--- config.mk ---
export PLATFORM = sky130hd
export DESIGN_NAME = pauli_string_basis_apply_unit_flat
export DESIGN_NICKNAME = d
export VERILOG_FILES = /design/src/sv/psba_pkg.sv /design/src/sv/psba_item_if.sv /design/src/sv/psba_result_if.sv /design/src/sv/psba_decode.sv /design/src/sv/psba_term.sv /design/src/sv/psba_out.sv /design/src/sv/pauli_string_basis_apply_unit.sv /design/src/flat_wrapper.sv
export SDC_FILE = /design/constraint.sdc
export NUM_CORES = 1
export LEC_CHECK = 0
export ABC_AREA = 1
export BUFFER_PORTS_ARGS = -buffer_cell sky130_fd_sc_hd__buf_2
export CORE_MARGIN = 3
export CORE_UTILIZATION = 55
export DETAILED_ROUTE_END_ITERATION = 16
export PLACE_DENSITY_LB_ADDON = 0.05
export SLEW_MARGIN = 10
export SYNTH_ARGS = -nofsm -noshare
export SYNTH_HDL_FRONTEND = slang
export SYNTH_SLANG_ARGS = --single-unit
--- constraint.sdc ---
create_clock -name i_clk -period 3.3 [get_ports i_clk]
set_input_delay 0.66 -clock i_clk [delete_from_list [all_inputs] [get_ports i_clk]]
set_output_delay 0.66 -clock i_clk [all_outputs]
set_load 0.02 [all_outputs]
--- src/sv/psba_pkg.sv ---
// Types and constants shared by the Pauli string basis apply unit.
// No dependencies.
package psba_pkg;

    localparam int MAX_SITES = 16;
    localparam int MAX_OPS   = 4;
    localparam int STATE_W   = 16;
    localparam int OPS_W     = 8;
    localparam int CNT_W     = 3;
    localparam int SITE_W    = 4;
    localparam int RING_W    = 5;
    localparam int OP_W      = 2;
    localparam int PHASE_W   = 2;

    localparam logic [RING_W-1:0] RING_RESET = RING_W'(MAX_SITES);

    typedef enum logic [OP_W-1:0] {
        OP_I = 2'd0,
        OP_X = 2'd1,
        OP_Y = 2'd2,
        OP_Z = 2'd3
    } t_pauli;

    localparam logic [PHASE_W-1:0] PH_ONE   = 2'd0;
    localparam logic [PHASE_W-1:0] PH_I     = 2'd1;
    localparam logic [PHASE_W-1:0] PH_NEG   = 2'd2;
    localparam logic [PHASE_W-1:0] PH_NEG_I = 2'd3;

    typedef struct packed {
        logic [STATE_W-1:0] basis_state;
        logic [OPS_W-1:0]   pauli_ops;
        logic [CNT_W-1:0]   op_count;
        logic [SITE_W-1:0]  start_site;
    } t_item;

    typedef struct packed {
        logic [STATE_W-1:0]             state;
        t_pauli [MAX_OPS-1:0]           ops;
        logic [MAX_OPS-1:0][SITE_W-1:0] site;
        logic [MAX_OPS-1:0]             op_en;
        logic                           bad;
    } t_dec;

    typedef struct packed {
        logic [STATE_W-1:0] state;
        logic [STATE_W-1:0] flip;
        logic [PHASE_W-1:0] phase;
        logic               bad;
    } t_term;

    typedef struct packed {
        logic [STATE_W-1:0] new_state;
        logic [PHASE_W-1:0] phase;
        logic               bad_request;
    } t_res;

endpackage

--- src/sv/psba_item_if.sv ---
// Input channel: basis state and Pauli string, valid/ready handshake.
// Depends on psba_pkg.
interface psba_item_if;
    logic                          valid;
    logic                          ready;
    logic [psba_pkg::STATE_W-1:0]  basis_state;
    logic [psba_pkg::OPS_W-1:0]    pauli_ops;
    logic [psba_pkg::CNT_W-1:0]    op_count;
    logic [psba_pkg::SITE_W-1:0]   start_site;

    modport source (output valid, basis_state, pauli_ops, op_count, start_site,
                    input ready);
    modport sink   (input valid, basis_state, pauli_ops, op_count, start_site,
                    output ready);
endinterface

--- src/sv/psba_result_if.sv ---
// Output channel: new state, phase and bad-request flag, valid/ready handshake.
// Depends on psba_pkg.
interface psba_result_if;
    logic                          valid;
    logic                          ready;
    logic [psba_pkg::STATE_W-1:0]  new_state;
    logic [psba_pkg::PHASE_W-1:0]  phase;
    logic                          bad_request;

    modport source (output valid, new_state, phase, bad_request, input ready);
    modport sink   (input valid, new_state, phase, bad_request, output ready);
endinterface

--- src/sv/psba_decode.sv ---
// Stage 1: saturates ring size and count, flags bad requests, resolves sites.
// Depends on psba_pkg.
module psba_decode (
    input  logic                          i_clk,
    input  logic                          i_rst_n,
    input  logic [psba_pkg::RING_W-1:0]   i_ring_size,
    input  logic                          i_valid,
    output logic                          o_ready,
    input  psba_pkg::t_item               i_item,
    output logic                          o_valid,
    input  logic                          i_ready,
    output psba_pkg::t_dec                o_dec
);
    import psba_pkg::*;

    logic                r_valid;
    t_dec                r_dec;
    t_dec                n_dec;
    logic [RING_W-1:0]   ring_eff;
    logic [CNT_W-1:0]    cnt_eff;
    logic [RING_W-1:0]   site_sum [MAX_OPS];

    assign o_ready = !r_valid || i_ready;
    assign o_valid = r_valid;
    assign o_dec   = r_dec;

    always_comb begin
        ring_eff = (i_ring_size > RING_W'(MAX_SITES)) ? RING_W'(MAX_SITES) : i_ring_size;
        cnt_eff  = (i_item.op_count > CNT_W'(MAX_OPS)) ? CNT_W'(MAX_OPS) : i_item.op_count;
        n_dec.state = i_item.basis_state;
        n_dec.bad   = ({1'b0, i_item.start_site} >= ring_eff)
                   || (RING_W'(cnt_eff) > ring_eff);
        for (int j = 0; j < MAX_OPS; j++) begin
            // start < n and j < n when the request is good: one wrap at most
            site_sum[j] = {1'b0, i_item.start_site} + RING_W'(j);
            if (site_sum[j] >= ring_eff) begin
                site_sum[j] = site_sum[j] - ring_eff;
            end
            n_dec.site[j]  = site_sum[j][SITE_W-1:0];
            n_dec.ops[j]   = t_pauli'(i_item.pauli_ops[OP_W*j +: OP_W]);
            n_dec.op_en[j] = !n_dec.bad && (CNT_W'(j) < cnt_eff);
        end
    end

    always_ff @(posedge i_clk) begin
        if (!i_rst_n) begin
            r_valid <= 1'b0;
        end else if (o_ready) begin
            r_valid <= i_valid;
        end
    end

    always_ff @(posedge i_clk) begin
        if (o_ready && i_valid) begin
            r_dec <= n_dec;
        end
    end

endmodule

--- src/sv/psba_term.sv ---
// Stage 2: per-operator flip mask and phase accumulation.
// Depends on psba_pkg.
module psba_term (
    input  logic            i_clk,
    input  logic            i_rst_n,
    input  logic            i_valid,
    output logic            o_ready,
    input  psba_pkg::t_dec  i_dec,
    output logic            o_valid,
    input  logic            i_ready,
    output psba_pkg::t_term o_term
);
    import psba_pkg::*;

    logic   r_valid;
    t_term  r_term;
    t_term  n_term;
    logic   site_bit;

    assign o_ready = !r_valid || i_ready;
    assign o_valid = r_valid;
    assign o_term  = r_term;

    always_comb begin
        n_term.state = i_dec.state;
        n_term.bad   = i_dec.bad;
        n_term.flip  = '0;
        n_term.phase = PH_ONE;
        site_bit     = 1'b0;
        // sites are distinct for a good request, so every operator sees the input bit
        for (int j = 0; j < MAX_OPS; j++) begin
            site_bit = i_dec.state[i_dec.site[j]];
            if (i_dec.op_en[j]) begin
                if (i_dec.ops[j] inside {OP_X, OP_Y}) begin
                    n_term.flip = n_term.flip | (STATE_W'(1) << i_dec.site[j]);
                end
                case (i_dec.ops[j])
                    OP_Y: begin
                        n_term.phase = n_term.phase + (site_bit ? PH_NEG_I : PH_I);
                    end
                    OP_Z: begin
                        if (site_bit) begin
                            n_term.phase = n_term.phase + PH_NEG;
                        end
                    end
                    default: begin
                    end
                endcase
            end
        end
    end

    always_ff @(posedge i_clk) begin
        if (!i_rst_n) begin
            r_valid <= 1'b0;
        end else if (o_ready) begin
            r_valid <= i_valid;
        end
    end

    always_ff @(posedge i_clk) begin
        if (o_ready && i_valid) begin
            r_term <= n_term;
        end
    end

endmodule

--- src/sv/psba_out.sv ---
// Stage 3: applies the flip mask and holds the result for the output channel.
// Depends on psba_pkg.
module psba_out (
    input  logic            i_clk,
    input  logic            i_rst_n,
    input  logic            i_valid,
    output logic            o_ready,
    input  psba_pkg::t_term i_term,
    output logic            o_valid,
    input  logic            i_ready,
    output psba_pkg::t_res  o_res
);
    import psba_pkg::*;

    logic  r_valid;
    t_res  r_res;
    t_res  n_res;

    assign o_ready = !r_valid || i_ready;
    assign o_valid = r_valid;
    assign o_res   = r_res;

    always_comb begin
        n_res.new_state   = i_term.state ^ i_term.flip;
        n_res.phase       = i_term.phase;
        n_res.bad_request = i_term.bad;
    end

    always_ff @(posedge i_clk) begin
        if (!i_rst_n) begin
            r_valid <= 1'b0;
        end else if (o_ready) begin
            r_valid <= i_valid;
        end
    end

    always_ff @(posedge i_clk) begin
        if (o_ready && i_valid) begin
            r_res <= n_res;
        end
    end

endmodule

--- src/sv/pauli_string_basis_apply_unit.sv ---
// Pauli string basis apply unit: top level, three register stages.
// Items move through the decode, term and out stage registers in order to the output.
// Throughput: one item per cycle; each stage holds its item while the next is full.
// Reset (synchronous, active low): all stage valids cleared, ring size set to 16.
// Depends on psba_pkg, psba_item_if, psba_result_if, psba_decode, psba_term, psba_out.
module pauli_string_basis_apply_unit (
    input  logic                          i_clk,
    input  logic                          i_rst_n,
    input  logic                          i_cfg_wr_en,
    input  logic [psba_pkg::RING_W-1:0]   i_cfg_wr_data,
    psba_item_if.sink                     i_item,
    psba_result_if.source                 o_result
);
    import psba_pkg::*;

    logic [RING_W-1:0] r_ring_size;
    t_item             item;
    t_dec              dec;
    t_term             term;
    t_res              res;
    logic              dec_valid;
    logic              dec_ready;
    logic              term_valid;
    logic              term_ready;

    always_ff @(posedge i_clk) begin
        if (!i_rst_n) begin
            r_ring_size <= RING_RESET;
        end else if (i_cfg_wr_en) begin
            r_ring_size <= i_cfg_wr_data;
        end
    end

    assign item.basis_state = i_item.basis_state;
    assign item.pauli_ops   = i_item.pauli_ops;
    assign item.op_count    = i_item.op_count;
    assign item.start_site  = i_item.start_site;

    psba_decode u_decode (
        .i_clk       (i_clk),
        .i_rst_n     (i_rst_n),
        .i_ring_size (r_ring_size),
        .i_valid     (i_item.valid),
        .o_ready     (i_item.ready),
        .i_item      (item),
        .o_valid     (dec_valid),
        .i_ready     (dec_ready),
        .o_dec       (dec)
    );

    psba_term u_term (
        .i_clk   (i_clk),
        .i_rst_n (i_rst_n),
        .i_valid (dec_valid),
        .o_ready (dec_ready),
        .i_dec   (dec),
        .o_valid (term_valid),
        .i_ready (term_ready),
        .o_term  (term)
    );

    psba_out u_out (
        .i_clk   (i_clk),
        .i_rst_n (i_rst_n),
        .i_valid (term_valid),
        .o_ready (term_ready),
        .i_term  (term),
        .o_valid (o_result.valid),
        .i_ready (o_result.ready),
        .o_res   (res)
    );

    assign o_result.new_state   = res.new_state;
    assign o_result.phase       = res.phase;
    assign o_result.bad_request = res.bad_request;

endmodule

--- src/flat_wrapper.sv ---
// flat-port wrapper written by rule: the top's interface ports become plain ports
module pauli_string_basis_apply_unit_flat import psba_pkg::*;
  (i_clk, i_rst_n, i_cfg_wr_en, i_cfg_wr_data, i_item_valid, i_item_basis_state, i_item_pauli_ops, i_item_op_count, i_item_start_site, i_item_ready, o_result_valid, o_result_new_state, o_result_phase, o_result_bad_request, o_result_ready);
  psba_item_if i_item_i ();
  psba_result_if o_result_i ();
  input  logic i_clk;
  input  logic i_rst_n;
  input  logic i_cfg_wr_en;
  input  logic [psba_pkg::RING_W-1:0] i_cfg_wr_data;
  input wire logic [$bits(i_item_i.valid)-1:0] i_item_valid;
  input wire logic [$bits(i_item_i.basis_state)-1:0] i_item_basis_state;
  input wire logic [$bits(i_item_i.pauli_ops)-1:0] i_item_pauli_ops;
  input wire logic [$bits(i_item_i.op_count)-1:0] i_item_op_count;
  input wire logic [$bits(i_item_i.start_site)-1:0] i_item_start_site;
  output wire logic [$bits(i_item_i.ready)-1:0] i_item_ready;
  output wire logic [$bits(o_result_i.valid)-1:0] o_result_valid;
  output wire logic [$bits(o_result_i.new_state)-1:0] o_result_new_state;
  output wire logic [$bits(o_result_i.phase)-1:0] o_result_phase;
  output wire logic [$bits(o_result_i.bad_request)-1:0] o_result_bad_request;
  input wire logic [$bits(o_result_i.ready)-1:0] o_result_ready;
  assign i_item_i.valid = i_item_valid;
  assign i_item_i.basis_state = i_item_basis_state;
  assign i_item_i.pauli_ops = i_item_pauli_ops;
  assign i_item_i.op_count = i_item_op_count;
  assign i_item_i.start_site = i_item_start_site;
  assign i_item_ready = i_item_i.ready;
  assign o_result_valid = o_result_i.valid;
  assign o_result_new_state = o_result_i.new_state;
  assign o_result_phase = o_result_i.phase;
  assign o_result_bad_request = o_result_i.bad_request;
  assign o_result_i.ready = o_result_ready;
  pauli_string_basis_apply_unit u_core (.i_clk(i_clk), .i_rst_n(i_rst_n), .i_cfg_wr_en(i_cfg_wr_en), .i_cfg_wr_data(i_cfg_wr_data), .i_item(i_item_i), .o_result(o_result_i));
endmodule
Word level (Yosys, flattened, before mapping). Index checks and enable logic that the tools add are counted.

$add $sub $neg: 13. Multiplexer cells: 34. Equal/unequal tests: 12. Reductions and logical operators: 19. Bitwise logic cells: 4. Shift-type cells: 4. Magnitude comparators: 15.

Operators by type and width (count): $mux 18 (4); $mux 16 (4); $shl 1x4->16 const A (4); $or 16x16->16 (3); $lt 4x5->1 const B (4); $bmux 1 s4 (4); $eq 2x2->1 const B (8); $mux 2 (8); $mux 4 (4); $pmux 2 s2 (4); $sub 4x4->4 (4); $xor 16x16->16 (1); $ge 5x5->1 (3); $add 4x2->5 const B (2); $eq 2x1->1 const B (4); $reduce_bool 2->1 (4); $logic_and 1x1->1 (7); $add 2x2->2 (3); $add 2x2->2 const B (3); $lt 1x3->1 const A (2); $lt 2x3->1 const A (2); $add 4x1->5 const B (1); $ge 4x5->1 (1); $gt 3x5->1 (1); other kinds (7) (16).

Logic and storage cells: 123. Register bits after elaboration: 107.

Longest topological paths before layout.
Depth after elaboration: 17. Gate-level depth with buffers: 21. Depth with buffers taken out: 21.

Modules after synthesis. A second synthesis with hierarchy kept.

Cell total of the unflattened synthesis: 687. Area total of the unflattened synthesis: 6356.1 sq um.

By module, submodules not included: psba_term (instances 1, cells an instance 357, area each 2708.8 sq um); psba_decode (instances 1, cells an instance 258, area each 2672.6 sq um); psba_out (instances 1, cells an instance 42, area each 762.0 sq um); pauli_string_basis_apply_unit (instances 1, cells an instance 30, area each 212.7 sq um).

Worst setup path after synthesis. OpenSTA, ideal clock, no wires.

Path type: register -> register. Start: register u_core.r_ring_size[0]. End: register u_core.u_decode.r_dec (netlist bit u_core.u_decode.o_dec[20]) (data pin). Arrival: 2.438 ns. Setup slack: 0.602 ns. Stages on the path, launching flop included: 9. Cell sequence: dfxtp_1 -> o41ai_1 -> nand2_1 -> ha_1 -> nand2_1 -> o21ai_0 -> a21oi_1 -> o21bai_1 -> mux2_2.

RTL lines: from (decl) (RTL line pauli_string_basis_apply_unit.sv:16) `logic [RING_W-1:0] r_ring_size;`; from (signal assigned) (RTL line pauli_string_basis_apply_unit.sv:30) `r_ring_size <= i_cfg_wr_data;`; to (signal assigned) (RTL line psba_decode.sv:55) `r_dec <= n_dec;`; to (decl) (RTL line psba_decode.sv:17) `t_dec r_dec;`.

==> reports/metrics.csv <==
stage;metric;value;unit
clocking;worstSkewPairLatency;370;ps
cells_and_area;drive_gt1_frac;0.1378;
floorplanning;initial_core_util;0.5743;
yosys;ys_ff_latch;107;
pwr;p_total;3.114;mW
pwr;p_int;2.169;mW
placed_design;placedCellCount;824;
yosys;avgSynthCellArea;9.567;sq um
drt;route.vias.total;4768;
floorplanning;num_rows;37;
setup_path;crit_start;u_core.r_ring_size[0];
yosys;synth_edf_count;99;
setup_path;path_delay_family;compound AO/OA/AOI/OAI gates;
pwr;power_density;465.8;mW/mm^2
yosys;async_flop_share;0;
global_route;grt_max_degree;46;
drt;drt_iter0_markers;306;
yosys;synthCells;628;
drt;route.detailed.drc;0;
clocking;path_clk_slew;100;ps
pwr;leakage;2.865;nW
timing;finalSetupViolations;0;
setup_path;worstPathArrival;3010;ps
yosys;synthFlopType;edfxtp_1;
clocking;cts_max_level;3;
placed_design;gp_congestion;1.096;
drt;drt-pass1-iter-count;5;
floorplanning;core;0.01046;sq mm
yosys;synth.cell_area;0.006008;sq mm
timing;hold_viol;0;
drt;viasPerCell;5.676;
global_route;grt_pass1_wl;23110;um
timing;rsz0062_at_grt;no;
run;maxCapViolations;0;
setup_path;rr_startpoint;u_core.r_ring_size[0];
cells_and_area;regArea;0.003133;sq mm
yosys;synth_cell_types;42;
drt;drtAntennaViolNets;0;
hold_path;hold_path.class;flip-flop to flip-flop;
placed_design;preCtsSetupSlack;365.3;ps
cells_and_area;layout_common_cells;nand2_1, edfxtp_1, inv_1, buf_2, nor2_1;
clocking;numCtsBuffers;9;
cells_and_area;final_cells;840;
setup_path;cp_max_fo;7;
clocking;cts_post_setup_buffers_inserted;0;
pwr;comb_power_share;0.210;
status;status;finished, final reports clean;
cells_and_area;fill_cells;905;
setup_path;critical_path_class;flip-flop to flip-flop;
global_route;grtUsageTotal;0.2407;
setup_path;path_buf_inv;1;
clocking;cts-root-buf;clkbuf_8;
drt;routed_wl;14490;um
timing;final.setup.tns;0;ps
setup_path;worstPathCellList;o41ai_2, nand2_1, ha_1, a21oi_1, nor3_1, a21oi_1, nand3_1, inv_1, o41ai_2, nor2_1, o21a_1;
timing;worst_pin_slew;1121;ps
cells_and_area;nets;776;
floorplanning;die_h;110.5;um
pwr;switching_share;0.3034;
setup_path;critPathSlowestCell;o41ai_2;
drt;wl_per_cell;17.25;um
timing;fin_worst_skew;15.95;ps
clocking;cts_buffer_depth;2;
global_route;grt_overflow_total;0;
setup_path;required;3560;ps
pwr;p_seq_frac;0.541;
cells_and_area;layout_commonest_cell;nand2_1;
floorplanning;die_w;110.5;um
timing;fmax;363.3;MHz
cells_and_area;diodes;0;
yosys;syn_nets;705;
setup_path;worst_setup_path_start_kind;flip-flop;
floorplanning;ios;62;
pwr;p_sw;0.9448;mW
yosys;yosys_warnings;0;
timing;post-route-period-util;0.8342;
timing;relSlewSlack;0.2472;
placed_design;io_buffers;61;
placed_design;post-dp-hpwl;11280;um
pwr;ir_drop;0.2606;mV
timing;drv_slew;0;
clocking;cts_tree;done;
cells_and_area;area_delta_synth_final;11.27;%
floorplanning;die_area;0.01221;sq mm
cells_and_area;multi_input_area;0.002487;sq mm
clocking;hold_buffers;0;
hold_path;holdCritStartpoint;u_core.u_term.o_term[2];
clocking;cts.sinks;107;
yosys;synth_seq_area_share;0.5214;
global_route;grt_pass1_vias;4576;
setup_path;cp-end-kind;flip-flop;
timing;finalWorstSetupSlack;547.1;ps
pwr;p_clk_frac;0.249;
timing;layout_min_cycle_time;2753;ps
setup_path;slowest_delay;460;ps
global_route;antenna_found_initial;0;
state kept, by name, summed over array words and instances (netlist names):
register,cells
u_core.r_ring_size,5
u_core.u_decode.o_dec,45
u_core.u_decode.o_valid,1
u_core.u_out.o_res,19
u_core.u_out.o_valid,1
u_core.u_term.o_term,35
u_core.u_term.o_valid,1
layout make-up:
class / instances / share of cell area
Sequential cell: 107 / 0.4686
Multi-Input combinational cell: 421 / 0.3721
Timing Repair Buffer: 68 / 0.05353
Inverter: 92 / 0.05166
Tap cell: 136 / 0.02545
Clock buffer: 9 / 0.01853
Clock inverter: 7 / 0.01011
through the flow:
| step | hold WS (ps) | utilization | instance area [sq um] |
|---|---|---|---|
| after floorplan | 400.3 | - | 6008 |
| final | 431.1 | 0.6390 | 6685 |
| after global placement | 401.2 | 0.6192 | 6479 |
| after global routing | 422.1 | 0.6390 | 6685 |
| after CTS | 428.8 | 0.6375 | 6670 |
| after detailed placement | 410.7 | 0.6192 | 6479 |
final timing paths:
check,slack (ps),cells past startpoint,to
setup / recovery,550,11,u_core.u_decode.o_dec[3]
hold / removal,430,0,u_core.u_out.o_res[2]
setup reg to reg,550,11,u_core.u_decode.o_dec[3]
hold reg to reg,430,0,u_core.u_out.o_res[2]
cells by family after synthesis:
kind of cell               share of synthesized area
adders and majority gates                    0.07997
DFF                                           0.5214
muxes                                       0.001874
xor gates and xnor gates                     0.03936
AOI/OAI and AO/OA                             0.1164
buffers and inverters                        0.06768
and+or+nand+nor                               0.1733
layer usage:
metal | wire [um] | vias up | track usage | part of all wire
met1 | 5790 | 2203 | 0.2992 | 0.40
met2 | 7091 | 205 | 0.4049 | 0.49
met3 | 940 | 51 | 0.03726 | 0.065
met5 | 0 | - | 0 | 0
li1 | - | 2309 | - | -
met4 | 665 | 0 | 0.1264 | 0.046
power by group through the flow:
stage          clock (mW)  combinational, mW  sequential [mW]
2_1_floorplan           0              0.476             1.67
6_report            0.774              0.654             1.69
5_1_grt             0.858              0.739             1.69
3_3_place_gp            0              0.622             1.71
4_1_cts             0.795              0.646             1.68
3_5_place_dp            0              0.643             1.71
cell usage after synthesis, types with 5 or more instances:
cell type | instances | share of area
nand2_1 | 113 | 0.071
edfxtp_1 | 99 | 0.49
inv_1 | 88 | 0.055
nor2_1 | 59 | 0.037
nand3_1 | 44 | 0.037
o21ai_0 | 33 | 0.027
a21oi_1 | 32 | 0.027
ha_1 | 32 | 0.067
xor2_1 | 22 | 0.032
nor3_1 | 14 | 0.012
o22ai_1 | 9 | 0.0094
dfxtp_1 | 8 | 0.027
o211ai_1 | 5 | 0.0062
o221ai_1 | 5 | 0.0073
xnor2_1 | 5 | 0.0073
what timing repair did:
item | CTS | global route
endpoints found under the setup margin | 0 | 1
endpoints found under the hold margin | 0 | 0
resized for setup | 0 | 2
Note: power is estimated with default switching activity, not from simulation.
